===== src/rtl/m4inv_pkg.sv =====
package m4inv_pkg;

  // Element format
  localparam int EW = 32;
  localparam int FB = 16;

  // Exact widths of the intermediate terms
  localparam int MINOR_W = 2 * EW + 1;
  localparam int ACC_W   = 2 * MINOR_W + 3;
  localparam int QB      = EW + 1;
  localparam int DIV_W_A = ACC_W + QB + 1;
  localparam int DIV_W_B = ACC_W + 2 * FB;
  localparam int DIV_W   = (DIV_W_A > DIV_W_B) ? DIV_W_A : DIV_W_B;
  localparam int DSTEP_W = $clog2(QB + 2);

  localparam logic [DSTEP_W-1:0] DSTEP_INIT = DSTEP_W'(QB + 1);
  localparam logic [QB-1:0] LIM_POS = {{(QB - EW + 1){1'b0}}, {(EW - 1){1'b1}}};
  localparam logic [QB-1:0] LIM_NEG = {{(QB - EW){1'b0}}, 1'b1, {(EW - 1){1'b0}}};

  // Operand store: elements, then the upper minors, then the lower minors
  localparam int OPND_DEPTH = 28;
  localparam int OPND_AW    = 5;
  localparam int S_BASE     = 16;
  localparam int C_BASE     = 22;

  localparam logic [4:0] SETUP_LAST = 5'(29);
  localparam logic [1:0] TERM_LAST  = 2'(2);
  localparam logic [3:0] IDX_LAST   = 4'(15);

  localparam int PAIR_A [6] = '{0, 0, 0, 1, 1, 2};
  localparam int PAIR_B [6] = '{1, 2, 3, 2, 3, 3};
  localparam int COF_ROW [4] = '{1, 0, 3, 2};
  localparam int COF_MINOR [4][3] = '{'{5, 4, 3}, '{5, 2, 1}, '{4, 2, 0}, '{3, 1, 0}};

  typedef enum logic [3:0] {
    ST_LOAD, ST_SET_RD, ST_SET_MUL, ST_SET_WAIT, ST_DET_CHK,
    ST_COF_RD, ST_COF_MUL, ST_COF_WAIT, ST_DIV_START, ST_DIV_WAIT, ST_OUT
  } state_t;

  typedef enum logic [1:0] {DST_NONE, DST_MINOR, DST_DET} dest_t;

  typedef struct packed {
    logic [OPND_AW-1:0] a_sel;
    logic [OPND_AW-1:0] b_sel;
    logic               neg;
    logic               clear;
    dest_t              dest;
    logic [OPND_AW-1:0] dest_addr;
  } mac_op_t;

  typedef struct packed {
    logic               load_we;
    logic [3:0]         load_addr;
    logic               rd_en;
    mac_op_t            op;
    logic               mul_start;
    logic               minor_we;
    logic               det_we;
    logic               div_start;
  } cmd_t;

  typedef struct packed {
    logic mul_busy;
    logic div_busy;
    logic det_zero;
  } stat_t;

  // Minors and determinant: one product term per index
  function automatic mac_op_t setup_op(input logic [4:0] idx);
    mac_op_t op;
    int p, k, t, a, b, hi, base, m;
    p = int'(idx);
    op = '0;
    t = p & 1;
    if (p < 24) begin
      if (p < 12) begin
        k = p >> 1;
        hi = 0;
        base = S_BASE;
      end else begin
        k = (p - 12) >> 1;
        hi = 8;
        base = C_BASE;
      end
      a = PAIR_A[k];
      b = PAIR_B[k];
      if (t == 0) begin
        op.a_sel = OPND_AW'(hi + a);
        op.b_sel = OPND_AW'(hi + 4 + b);
        op.clear = 1'b1;
      end else begin
        op.a_sel = OPND_AW'(hi + 4 + a);
        op.b_sel = OPND_AW'(hi + b);
        op.neg = 1'b1;
        op.dest = DST_MINOR;
        op.dest_addr = OPND_AW'(base + k);
      end
    end else begin
      m = p - 24;
      op.a_sel = OPND_AW'(S_BASE + m);
      op.b_sel = OPND_AW'(C_BASE + 5 - m);
      op.neg = (m == 1) || (m == 4);
      op.clear = (m == 0);
      op.dest = (m == 5) ? DST_DET : DST_NONE;
    end
    return op;
  endfunction

  // Cofactor of output position oidx, term t of three
  function automatic mac_op_t cof_op(input logic [3:0] oidx, input logic [1:0] term);
    mac_op_t op;
    int i, j, t, col, row;
    i = int'(oidx[3:2]);
    j = int'(oidx[1:0]);
    t = int'(term);
    op = '0;
    row = COF_ROW[j];
    col = (t < i) ? t : t + 1;
    op.a_sel = OPND_AW'(row * 4 + col);
    op.b_sel = OPND_AW'(((j < 2) ? C_BASE : S_BASE) + COF_MINOR[i][t]);
    op.neg = (t == 1) ^ (((i + j) & 1) == 1);
    op.clear = (t == 0);
    op.dest = DST_NONE;
    return op;
  endfunction

endpackage


===== src/rtl/m4inv_ctrl.sv =====
module m4inv_ctrl (
  input  logic             clk,
  input  logic             rst,
  input  logic             item_valid,
  output logic             item_stall,
  output logic             result_valid,
  input  logic             result_stall,
  output logic             last,
  output m4inv_pkg::cmd_t  cmd,
  input  m4inv_pkg::stat_t stat
);

  m4inv_pkg::state_t state, state_next;
  logic [3:0] load_count;
  logic [4:0] sidx;
  logic [1:0] term;
  logic [3:0] oidx;
  logic in_acc, out_acc;
  logic setup_phase;
  m4inv_pkg::mac_op_t op;

  assign in_acc  = item_valid && !item_stall;
  assign out_acc = result_valid && !result_stall;

  always_comb begin
    state_next = state;
    unique case (state)
      m4inv_pkg::ST_LOAD: begin
        if (in_acc && load_count == m4inv_pkg::IDX_LAST) state_next = m4inv_pkg::ST_SET_RD;
      end
      m4inv_pkg::ST_SET_RD:  state_next = m4inv_pkg::ST_SET_MUL;
      m4inv_pkg::ST_SET_MUL: state_next = m4inv_pkg::ST_SET_WAIT;
      m4inv_pkg::ST_SET_WAIT: begin
        if (!stat.mul_busy) begin
          state_next = (sidx == m4inv_pkg::SETUP_LAST) ? m4inv_pkg::ST_DET_CHK
                                                       : m4inv_pkg::ST_SET_RD;
        end
      end
      m4inv_pkg::ST_DET_CHK: begin
        state_next = stat.det_zero ? m4inv_pkg::ST_OUT : m4inv_pkg::ST_COF_RD;
      end
      m4inv_pkg::ST_COF_RD:  state_next = m4inv_pkg::ST_COF_MUL;
      m4inv_pkg::ST_COF_MUL: state_next = m4inv_pkg::ST_COF_WAIT;
      m4inv_pkg::ST_COF_WAIT: begin
        if (!stat.mul_busy) begin
          state_next = (term == m4inv_pkg::TERM_LAST) ? m4inv_pkg::ST_DIV_START
                                                      : m4inv_pkg::ST_COF_RD;
        end
      end
      m4inv_pkg::ST_DIV_START: state_next = m4inv_pkg::ST_DIV_WAIT;
      m4inv_pkg::ST_DIV_WAIT: begin
        if (!stat.div_busy) state_next = m4inv_pkg::ST_OUT;
      end
      m4inv_pkg::ST_OUT: begin
        if (out_acc) begin
          if (oidx == m4inv_pkg::IDX_LAST) state_next = m4inv_pkg::ST_LOAD;
          else if (stat.det_zero) state_next = m4inv_pkg::ST_OUT;
          else state_next = m4inv_pkg::ST_COF_RD;
        end
      end
      default: state_next = m4inv_pkg::ST_LOAD;
    endcase
  end

  always_comb begin
    setup_phase = (state == m4inv_pkg::ST_SET_RD) || (state == m4inv_pkg::ST_SET_MUL) ||
                  (state == m4inv_pkg::ST_SET_WAIT);
    op = setup_phase ? m4inv_pkg::setup_op(sidx) : m4inv_pkg::cof_op(oidx, term);
    item_stall   = (state != m4inv_pkg::ST_LOAD);
    result_valid = (state == m4inv_pkg::ST_OUT);
    last         = (oidx == m4inv_pkg::IDX_LAST);
    cmd = '0;
    cmd.op        = op;
    cmd.load_we   = in_acc;
    cmd.load_addr = load_count;
    cmd.rd_en     = (state == m4inv_pkg::ST_SET_RD) || (state == m4inv_pkg::ST_COF_RD);
    cmd.mul_start = (state == m4inv_pkg::ST_SET_MUL) || (state == m4inv_pkg::ST_COF_MUL);
    cmd.minor_we  = (state == m4inv_pkg::ST_SET_WAIT) && !stat.mul_busy &&
                    (op.dest == m4inv_pkg::DST_MINOR);
    cmd.det_we    = (state == m4inv_pkg::ST_SET_WAIT) && !stat.mul_busy &&
                    (op.dest == m4inv_pkg::DST_DET);
    cmd.div_start = (state == m4inv_pkg::ST_DIV_START);
  end

  always_ff @(posedge clk) begin
    if (rst) begin
      state <= m4inv_pkg::ST_LOAD;
      load_count <= '0;
      sidx <= '0;
      term <= '0;
      oidx <= '0;
    end else begin
      state <= state_next;
      if (in_acc) load_count <= load_count + 4'd1;
      if (state == m4inv_pkg::ST_SET_WAIT && !stat.mul_busy) begin
        sidx <= (sidx == m4inv_pkg::SETUP_LAST) ? 5'd0 : sidx + 5'd1;
      end
      if (state == m4inv_pkg::ST_COF_WAIT && !stat.mul_busy) begin
        term <= (term == m4inv_pkg::TERM_LAST) ? 2'd0 : term + 2'd1;
      end
      if (out_acc) oidx <= oidx + 4'd1;
    end
  end

  a_load_done: assert property (@(posedge clk) disable iff (rst)
    in_acc && load_count == m4inv_pkg::IDX_LAST |=> state == m4inv_pkg::ST_SET_RD)
    else $error("sixteenth element did not start the computation");

  a_run_done: assert property (@(posedge clk) disable iff (rst)
    out_acc && oidx == m4inv_pkg::IDX_LAST |=> state == m4inv_pkg::ST_LOAD && load_count == 4'd0)
    else $error("last result did not return to loading");

  a_no_cof_singular: assert property (@(posedge clk) disable iff (rst)
    state == m4inv_pkg::ST_COF_RD |-> !stat.det_zero)
    else $error("cofactor work on a singular matrix");

endmodule


===== config.mk =====
export PLATFORM = sky130hd
export DESIGN_NAME = m4inv_ctrl
export DESIGN_NICKNAME = d
export VERILOG_FILES = /design/src/rtl/m4inv_pkg.sv /design/src/rtl/m4inv_ctrl.sv
export SDC_FILE = /design/constraint.sdc
export NUM_CORES = 1
export LEC_CHECK = 0
export BUFFER_PORTS_ARGS = -buffer_cell sky130_fd_sc_hd__clkbuf_2
export CORE_ASPECT_RATIO = 2
export CORE_MARGIN = 2
export CORE_UTILIZATION = 50
export DETAILED_ROUTE_END_ITERATION = 6
export GPL_TIMING_DRIVEN = 1
export HOLD_SLACK_MARGIN = 0.1
export PLACE_DENSITY = 0.73
export RECOVER_POWER = 100
export SYNTH_ARGS = -nofsm -noshare
export SYNTH_HDL_FRONTEND = slang
export SYNTH_SLANG_ARGS = --single-unit

===== constraint.sdc =====
create_clock -name clk -period 3.62 [get_ports clk]
set_input_delay 0.543 -clock clk [delete_from_list [all_inputs] [get_ports clk]]
set_output_delay 0.543 -clock clk [all_outputs]
set_load 0.02 [all_outputs]

==> results of run 1 <==
## report_power, final
group | total (mW) | switching, mW | internal (mW) | leakage [nW]
combinational | 0.551 | 0.367 | 0.184 | 0.648
clock | 0.148 | 0.0697 | 0.0782 | 0.0228
sequential | 0.320 | 0.0850 | 0.235 | 0.154
## state kept, by name, indices dropped and copies added (netlist names)
| signal | count |
|---|---|
| load_count | 4 |
| term | 2 |
| sidx | 5 |
| state | 4 |
| oidx | 4 |
## metrics by stage
stage	power, mW	cell area, µm²	util	hold slack, ns	cells
floorplan	0.780	1970	-	0.521	262
global placement	0.931	2140	0.564	0.495	335
detailed placement	0.938	2140	0.564	0.509	335
CTS	1.08	2190	0.576	0.520	339
global route	1.10	2120	0.557	0.554	339
finish	1.02	2120	0.557	0.509	339
## area by class of cell
type,instances,area (µm²)
Tap cell,51,63.8
Timing Repair Buffer,39,160
Inverter,19,71.3
Clock buffer,4,45.0
Multi-Input combinational cell,207,1400
Sequential cell,19,380
Fill cell,417,1690
## synth_stat cells (all sizes together), types with 6 or more instances
library cell and instances:
clkbuf 9, and2 6, xnor2 6, ha 23
buf 8, nor2 24, nand3 10, dfxtp 19
a21oi 17, nand2 25, o21ai 21, inv 19
## path summary, 6_finish.rpt
check                     start       endpoint  slack, ns  cells after the start
hold / removal    load_count[1]  load_count[1]       0.51                      2
setup / recovery        sidx[2]         cmd[7]       0.39                      9
setup reg to reg       state[2]       state[2]       1.45                      4
hold reg to reg   load_count[1]  load_count[1]       0.51                      2
## kinds of logic (layout without fill, tap and decap cells)
family | Yosys count | in the layout
xor gates and xnor gates | 9 | 9
DFF | 19 | 19
adders and majority gates | 24 | 24
buffers and inverters | 36 | 62
and+or+nand+nor | 101 | 101
AOI/OAI and AO/OA | 67 | 67
muxes | 6 | 6
## per-layer routing
| layer | vias to the layer above | global-route usage | part of all wire |
|---|---|---|---|
| li1 | 981 | - | - |
| met1 | 909 | 0.207 | 0.39 |
| met2 | 46 | 0.438 | 0.54 |
| met3 | 16 | 0.0177 | 0.026 |
| met4 | 0 | 0.110 | 0.041 |
| met5 | - | 0 | 0 |
## critical path: cells and delay by family, from the launching register on
family	cells	cell delay [ns]
buffers and inverters	2	0.39
DFF	1	0.54
muxes	1	0.31
AOI/OAI and AO/OA	3	0.38
and+or+nand+nor	1	0.16
adders and majority gates	2	0.65
## cell usage in the layout (no fill, tap or decap), types with 3 or more instances in the layout
cell type and n:
o21ai_1 4, clkbuf_8 3, mux2i_1 3, clkbuf_1 29
nand3_1 10, o21ai_0 17, and2_1 4, nand3b_1 3
a31oi_1 3, and3_1 3, a21oi_1 17, ha_1 23
nor3_1 4, or4_1 3, nand2_1 25, o31ai_1 3
clkbuf_2 11, nor2_1 23, inv_1 19, a311oi_1 3
xor2_1 3, nor4_1 3, dfxtp_1 19, xnor2_1 6
o211ai_1 3, nor3b_1 5, mux2_2 3, a211oi_1 4
==> qor.csv, run 1 <==
metric,value,unit
outcome,"complete, no violations",
Critical Path RT,3.08,ns
WL/cell,14.0,µm
Setup WS pre-CTS,0.752,ns
"Net Count, Synth",293,
register area share after synthesis,0.193,
Root Buffer,clkbuf_8,
CP peak stage delay,0.54,ns
final setup margin,0.395,ns
synthesized instance count,262,
Layout area overhead,7.63,%
Yosys warning total,0,
crit-path most repeated cell,ha_1,
clk_lat worst skew,0.25,ns
number of max-cap violations,0,
Clock transition at path regs,0.07,ns
antenna violations before repair,0,
crit path capture type,output port,
Slew Limit Fails,0,
first-pass GRT wire length,7.87,mm
post-route ant nets,0,
crit-path cells,inv_1 -> ha_1 -> mux2_2 -> ha_1 -> nand3b_1 -> o211ai_1 -> o21ai_0 -> a21oi_1 -> clkbuf_1,
Main synth FF type,dfxtp_1,
Total Nets Final,320,
HPWL Detailed,3.68,mm
Post-CTS Setup Inserts,0,
CTS Buf Count,3,
CP arrival,2.68,ns
CTS tree,built,
Initial Util,0.517,
clk sink count,19,
CP max FO,13,
Worst VDD drop,0.422,mV
Ant. Diodes,0,
cell taking the most area after synthesis,dfxtp_1,
Detailed Route Iter0 Violations,37,
CP max stage cell,dfxtp_1,
final wirelength,4.74,mm
Compound-Gate Fraction of Synth Area,0.216,
die area,4480,µm²
num rows,32,
"Hold Vio Cnt, Final",0,
GR Util All Layers,0.215,
Synth Area in XOR/XNOR,0.0401,
Final Cycle Share,0.891,
global route overflow,0,
clock skew,0.00279,ns
Post-CTS Hold Fix Bufs,0,
Ports,39,
Synth Area in Simple Gates,0.283,
post-synthesis adder-cell area fraction,0.156,
PwrDens,481,nW/µm²
CP Launch Type,flop,
RSZ-0062 raised after global routing,false,
WS Path Type,reg2out,
cts repair resizes,0,
Rel. slew slack,0.330,
Die Y,92.7,µm
largest family of logic cells by synthesized area,simple AND/OR/NAND/NOR gates,
P_leak,0.824,nW
GPL Wtd Cong,0.788,
final setup vio count,0,
layout cells sized above 1,0.0694,
H-tree depth,1,
actual slew at the worst max-slew pin,0.999,ns
setup TNS,0,ns
"Avg Cell Area, Syn",7.51,µm²
Netlist cell types,56,
post-synthesis mux area share,0.0324,
synthesized flop and latch total,19,
synth top area cells,"dfxtp_1, ha_1, nand2_1",
"EDFF count, synth",0,
Post-Syn Area,1970,µm²
Die X,48.4,µm
via count of the first global-routing pass,1839,
PortBufs,38,
Via Count,1952,
DRC,0,
largest net degree at the start of global routing,21,
Max Fclk,310,MHz
via-per-instance ratio,5.76,
first-pass detailed-route iteration total,4,
Core ar.,3800,µm²
Period minus WS final,3.23,ns
post-synth top area share,0.193,
Hold Path Class,reg2reg,
clock tree buffer depth,2,
Post-synth ARST share,0,
Power figures use the tool's default switching activity.
==> run 2, diff against run 1 <==
--- a/config.mk
+++ b/config.mk
@@ -6,13 +6,14 @@
 export NUM_CORES = 1
 export LEC_CHECK = 0
 export BUFFER_PORTS_ARGS = -buffer_cell sky130_fd_sc_hd__clkbuf_2
+export CAP_MARGIN = 0
 export CORE_ASPECT_RATIO = 2
 export CORE_MARGIN = 2
-export CORE_UTILIZATION = 50
+export CORE_UTILIZATION = 51
 export DETAILED_ROUTE_END_ITERATION = 6
 export GPL_TIMING_DRIVEN = 1
 export HOLD_SLACK_MARGIN = 0.1
-export PLACE_DENSITY = 0.73
+export PLACE_DENSITY = 0.75
 export RECOVER_POWER = 100
 export SYNTH_ARGS = -nofsm -noshare
 export SYNTH_HDL_FRONTEND = slang
==> run 2 against run 1 <==
  * The run now ends with capacitance limit, slew limit left
  * Count of clock-buffer cells in the layout down 1
  * Worst setup slack worse by 0.054 ns
  * Cell area shrank 0.12%
  * Die area shrank 1.8%
  * Sequential cell count did not move
  * Fmax fell by 1.6%
  * Non-clock buffer count shrank 1
==> qor.csv, run 2 (synthesis gave the netlist of run 1 again) <==
metric,value,unit,change
outcome,finished with violations,,"was complete, no violations"
failing checks,"capacitance limit, slew limit",,
Setup WS pre-CTS,0.734,ns,was 0.752 ns
Die Y,91.8,µm,was 92.7 µm
max reg flops,5,,unchanged
design area,2110,µm²,was 2120 µm²
via count of the first global-routing pass,1707,,was 1839
CP max FO,13,,unchanged
WS Path Type,reg2out,,unchanged
Hold Path Class,reg2reg,,unchanged
most frequent cells in the layout,"clkbuf_1, nand2_1, nor2_1, ha_1, o21ai_0",,"was clkbuf_1, nand2_1, nor2_1, ha_1"
first-pass GRT wire length,7.67,mm,was 7.87 mm
Root Buffer,clkbuf_8,,unchanged
crit-path most repeated cell,ha_1,,unchanged
Layout area overhead,7.51,%,was 7.63%
Top reg by flops,sidx,,unchanged
Initial Util,0.523,,was 0.517
Period minus WS final,3.28,ns,was 3.23 ns
CTS Buf Count,3,,unchanged
post-layout util,0.562,,was 0.557
num rows,32,,unchanged
first-pass detailed-route iteration total,7,,was 4
number of max-cap violations,1,,was 0
PwrDens,482,nW/µm²,was 481 nW/µm²
GR Util All Layers,0.226,,was 0.215
GPL Wtd Cong,0.852,,was 0.788
final setup margin,0.341,ns,was 0.395 ns
clock skew,0.00407,ns,was 0.00279 ns
PortBufs,38,,unchanged
CP max stage cell,dfxtp_1,,unchanged
actual slew at the worst max-slew pin,1.56,ns,was 0.999 ns
Total Nets Final,319,,was 320
Ports,39,,unchanged
Die X,47.9,µm,was 48.4 µm
Detailed Route Iter0 Violations,27,,was 37
CTS tree,built,,unchanged
Area after DPL,2140,µm²,about the same
"most common cell after layout, fill and taps aside",clkbuf_1,,unchanged
cts repair resizes,0,,unchanged
CP arrival,2.74,ns,was 2.68 ns
final setup vio count,0,,unchanged
layout cells sized above 1,0.0732,,was 0.0694
Core ar.,3760,µm²,was 3800 µm²
"Hold Vio Cnt, Final",0,,unchanged
Final Cycle Share,0.906,,was 0.891
crit path capture type,output port,,unchanged
Max Fclk,305,MHz,was 310 MHz
die area,4400,µm²,was 4480 µm²
P_leak,0.827,nW,was 0.824 nW
antenna violations before repair,0,,unchanged
Worst VDD drop,0.421,mV,was 0.422 mV
clock tree buffer depth,2,,unchanged
DRC,0,,unchanged
CP bufs+invs,2,,unchanged
final wirelength,4.59,mm,was 4.74 mm
Via Count,1943,,was 1952
clk sink count,19,,unchanged
H-tree depth,1,,unchanged
Ant. Diodes,0,,unchanged
kind of cell adding the most delay to the critical path,adder cells,,unchanged
CP peak stage delay,0.57,ns,was 0.54 ns
crit-path cells,inv_1 -> ha_1 -> mux2_2 -> ha_1 -> nand3b_1 -> o211ai_1 -> o21ai_0 -> a21oi_1 -> clkbuf_1,,unchanged
Post-CTS Setup Inserts,0,,unchanged
WL/cell,13.6,µm,was 14.0 µm
largest net degree at the start of global routing,21,,unchanged
setup TNS,0,ns,unchanged
via-per-instance ratio,5.75,,was 5.76
CP Launch Type,flop,,unchanged
Critical Path RT,3.08,ns,about the same
clk_lat worst skew,0.26,ns,was 0.25 ns
Slew Limit Fails,17,,was 0
RSZ-0062 raised after global routing,false,,unchanged
Rel. slew slack,-0.0511,,was 0.330
global route overflow,0,,unchanged
post-route ant nets,0,,unchanged
Clock transition at path regs,0.08,ns,was 0.07 ns
HPWL Detailed,3.37,mm,was 3.68 mm
Post-CTS Hold Fix Bufs,0,,unchanged
## run 2: cell count changes in the layout (fill, tap and decap cells not counted), sizes merged
cell    change
clkinv      +1
clkbuf      -2
## run 2: worst paths after layout
check	startpoint	depth (start not counted)	slack (ns)	end
setup / recovery	sidx[2]	9	0.34	cmd[7]
hold reg to reg	load_count[1]	2	0.50	load_count[1]
hold / removal	load_count[1]	2	0.50	load_count[1]
setup reg to reg	state[3]	4	1.37	state[2]
## run 2: power by group
group | internal [mW] | switching, mW
Sequential | 0.235 | 0.0825
Combinational | 0.183 | 0.368
Clock | 0.0766 | 0.0742
Total | 0.495 | 0.524
## run 2: layer usage
layer,up-vias,share of wire,GRT usage
li1,979,-,-
met1,902,0.45,0.311
met2,55,0.49,0.341
met3,7,0.047,0.0354
met4,0,0.017,0.0856
met5,-,0,0
## run 2: per-stage QoR
step           power [mW]  instances  hold slack, ns
2_1_floorplan       0.780        262           0.521
3_5_place_dp        0.928        334           0.491
4_1_cts              1.08        338           0.502
6_report             1.02        338           0.498
3_3_place_gp        0.914        334           0.474
5_1_grt              1.10        338           0.523
## run 2: area by class of cell
cell class / instances / area [µm²]
clock buffers: 3 / 41.3
fillers: 420 / 1650
flip-flops and latches: 19 / 380
well taps: 51 / 63.8
clock inverters: 1 / 5.00
multi-input cells: 207 / 1400
repair buffers: 38 / 156
inverters: 19 / 71.3
## run 2: worst min-delay path, delay by kind of cell, from the launching register on
family | cells | cell delay, ns
flip-flops | 1 | 0.34
AND/OR/NAND/NOR | 1 | 0.06
AO/OA/AOI/OAI | 1 | 0.05
==> run 3, diff against run 2 <==
--- a/config.mk
+++ b/config.mk
@@ -6,7 +6,7 @@
 export NUM_CORES = 1
 export LEC_CHECK = 0
 export BUFFER_PORTS_ARGS = -buffer_cell sky130_fd_sc_hd__clkbuf_2
-export CAP_MARGIN = 0
+export CAP_MARGIN = 30
 export CORE_ASPECT_RATIO = 2
 export CORE_MARGIN = 2
 export CORE_UTILIZATION = 51
==> constraint.sdc (replaced) <==
create_clock -name clk -period 3.47 [get_ports clk]
set_input_delay 0.5205 -clock clk [delete_from_list [all_inputs] [get_ports clk]]
set_output_delay 0.5205 -clock clk [all_outputs]
set_load 0.02 [all_outputs]
==> run 3 against run 2 <==
  * The run now ends clean
  * Global-route usage hardly changed
  * Highest routed layer unchanged
  * Cell count is 0.30% higher
  * Via count rose by 2.6%
  * Count of clock-buffer cells in the layout is the same
  * Worst setup slack worse by 0.047 ns
  * Register-to-register slack worse by 0.17 ns
  * Non-clock buffer count is 1 higher
  * Largest power group unchanged
  * Combinational power rose by 10%
  * Utilization increased by 0.30 points
  * Routed wire length grew 3.4%
==> qor.csv, run 3 (synthesis gave the netlist of run 1 again) <==
metric,value,unit,change
Clock transition at path regs,0.08,ns,about the same
final cell count without fillers,339,,was 338
CP Launch Type,flop,,unchanged
GR Util All Layers,0.226,,about the same
Setup WS pre-CTS,0.625,ns,was 0.734 ns
"most common cell after layout, fill and taps aside",clkbuf_1,,unchanged
Max Fclk,315,MHz,
CP peak stage delay,0.56,ns,was 0.57 ns
Critical Path RT,2.95,ns,was 3.08 ns
clock skew,0.00293,ns,was 0.00407 ns
hold slack final,0.513,ns,was 0.498 ns
Rel. slew slack,0.322,,was -0.0511
r2r startpoint,state[3],,unchanged
PortBufs,38,,unchanged
Root Buffer,clkbuf_8,,unchanged
Layout area overhead,8.08,%,was 7.51%
Detailed Route Iter0 Violations,56,,was 27
DRC,0,,unchanged
Core ar.,3760,µm²,unchanged
Die Y,91.8,µm,unchanged
post-route ant nets,0,,unchanged
cts repair resizes,0,,unchanged
final setup vio count,0,,unchanged
actual slew at the worst max-slew pin,1.01,ns,was 1.56 ns
max reg flops,5,,unchanged
number of max-cap violations,0,,was 1
final wirelength,4.74,mm,was 4.59 mm
num rows,32,,unchanged
antenna violations before repair,0,,unchanged
CP max stage cell,dfxtp_1,,unchanged
first-pass GRT wire length,7.68,mm,was 7.67 mm
Total Nets Final,320,,was 319
Top reg by flops,sidx,,unchanged
most frequent cells in the layout,"clkbuf_1, nand2_1, nor2_1, ha_1",,"was clkbuf_1, nand2_1, nor2_1, ha_1, o21ai_0"
hold path startpoint,load_count[1],,unchanged
Period minus WS final,3.18,ns,
CTS Buf Count,3,,unchanged
layout cells sized above 1,0.0764,,was 0.0732
CTS tree,built,,unchanged
GPL Wtd Cong,0.840,,was 0.852
clk sink count,19,,unchanged
first-pass detailed-route iteration total,4,,was 7
CP Launch Point,sidx[2],,unchanged
Via Count,1994,,was 1943
crit path capture type,output port,,unchanged
WS Path Type,reg2out,,unchanged
global route overflow,0,,unchanged
clock tree buffer depth,2,,unchanged
Hold Path Class,reg2reg,,unchanged
setup TNS,0,ns,unchanged
WL/cell,14.0,µm,was 13.6 µm
crit-path most repeated cell,ha_1,,unchanged
P_leak,0.832,nW,was 0.827 nW
Initial Util,0.523,,unchanged
crit-path cells,inv_1 -> ha_1 -> mux2_2 -> ha_1 -> nand3b_1 -> o211ai_1 -> o21ai_0 -> a21oi_1 -> clkbuf_2,,was inv_1 -> ha_1 -> mux2_2 -> ha_1 -> nand3b_1 -> o211ai_1 -> o21ai_0 -> a21oi_1 -> clkbuf_1
fillers,415,,was 420
outcome,"complete, no violations",,was finished with violations
Ports,39,,unchanged
clk_lat worst skew,0.26,ns,about the same
Final Cycle Share,0.915,,
via-per-instance ratio,5.88,,was 5.75
H-tree depth,1,,unchanged
die area,4400,µm²,unchanged
HPWL Detailed,3.46,mm,was 3.37 mm
CP max FO,13,,unchanged
largest net degree at the start of global routing,21,,unchanged
"Hold Vio Cnt, Final",0,,unchanged
Slew Limit Fails,0,,was 17
PwrDens,508,nW/µm²,was 482 nW/µm²
DP Cell Count,335,,was 334
Post-CTS Hold Fix Bufs,0,,unchanged
CP arrival,2.66,ns,was 2.74 ns
RSZ-0062 raised after global routing,false,,unchanged
Ant. Diodes,0,,unchanged
final setup margin,0.294,ns,was 0.341 ns
via count of the first global-routing pass,1756,,was 1707
Worst VDD drop,0.362,mV,was 0.421 mV
Post-CTS Setup Inserts,0,,unchanged
Die X,47.9,µm,unchanged
-- run 3: cell types whose count changed in the layout (fill, tap and decap cells not counted), sizes merged --
cell,before,now
buf,0,1
-- run 3: worst paths after layout --
check	end	slack, ns	depth (start not counted)
max	cmd[7]	0.29	9
min	load_count[1]	0.51	2
max reg2reg	state[2]	1.20	4
min reg2reg	load_count[1]	0.51	2
-- run 3: layout make-up --
class | count | area [µm²] | share of cell area
clock buffers | 3 | 41.3 | 0.0194
clock inverters | 1 | 5.00 | 0.00235
inverters | 19 | 71.3 | 0.0335
multi-input cells | 207 | 1400 | 0.659
flip-flops and latches | 19 | 380 | 0.179
well taps | 51 | 63.8 | 0.0300
repair buffers | 39 | 163 | 0.0765
-- run 3: layer usage --
| layer | global-route usage | up-vias | share of wire |
|---|---|---|---|
| met2 | 0.340 | 64 | 0.48 |
| met4 | 0.0923 | 0 | 0.022 |
| met5 | 0 | - | 0 |
| li1 | - | 984 | - |
| met1 | 0.314 | 934 | 0.45 |
| met3 | 0.0295 | 12 | 0.044 |
-- run 3: per-stage QoR --
step	power [mW]	instance area, µm²	util
floorplan	0.814	1970	-
global placement	0.963	2140	0.570
detailed placement	0.978	2140	0.570
CTS	1.14	2190	0.582
global route	1.16	2130	0.565
finish	1.08	2130	0.565
-- run 3: critical path: cells and delay by family, from the launching register on --
family / cells / cell delay [ns]
adder cells (fa/ha/maj): 2 / 0.66
flip-flops: 1 / 0.56
AO/OA/AOI/OAI: 3 / 0.36
buffers and inverters: 2 / 0.33
multiplexers: 1 / 0.31
AND/OR/NAND/NOR: 1 / 0.16
-- run 3: report_power, final --
part | switching, mW | total [mW] | internal (mW)
Clock | 0.0801 | 0.160 | 0.0799
Sequential | 0.0656 | 0.311 | 0.245
Combinational | 0.411 | 0.608 | 0.198
Total | 0.556 | 1.08 | 0.523
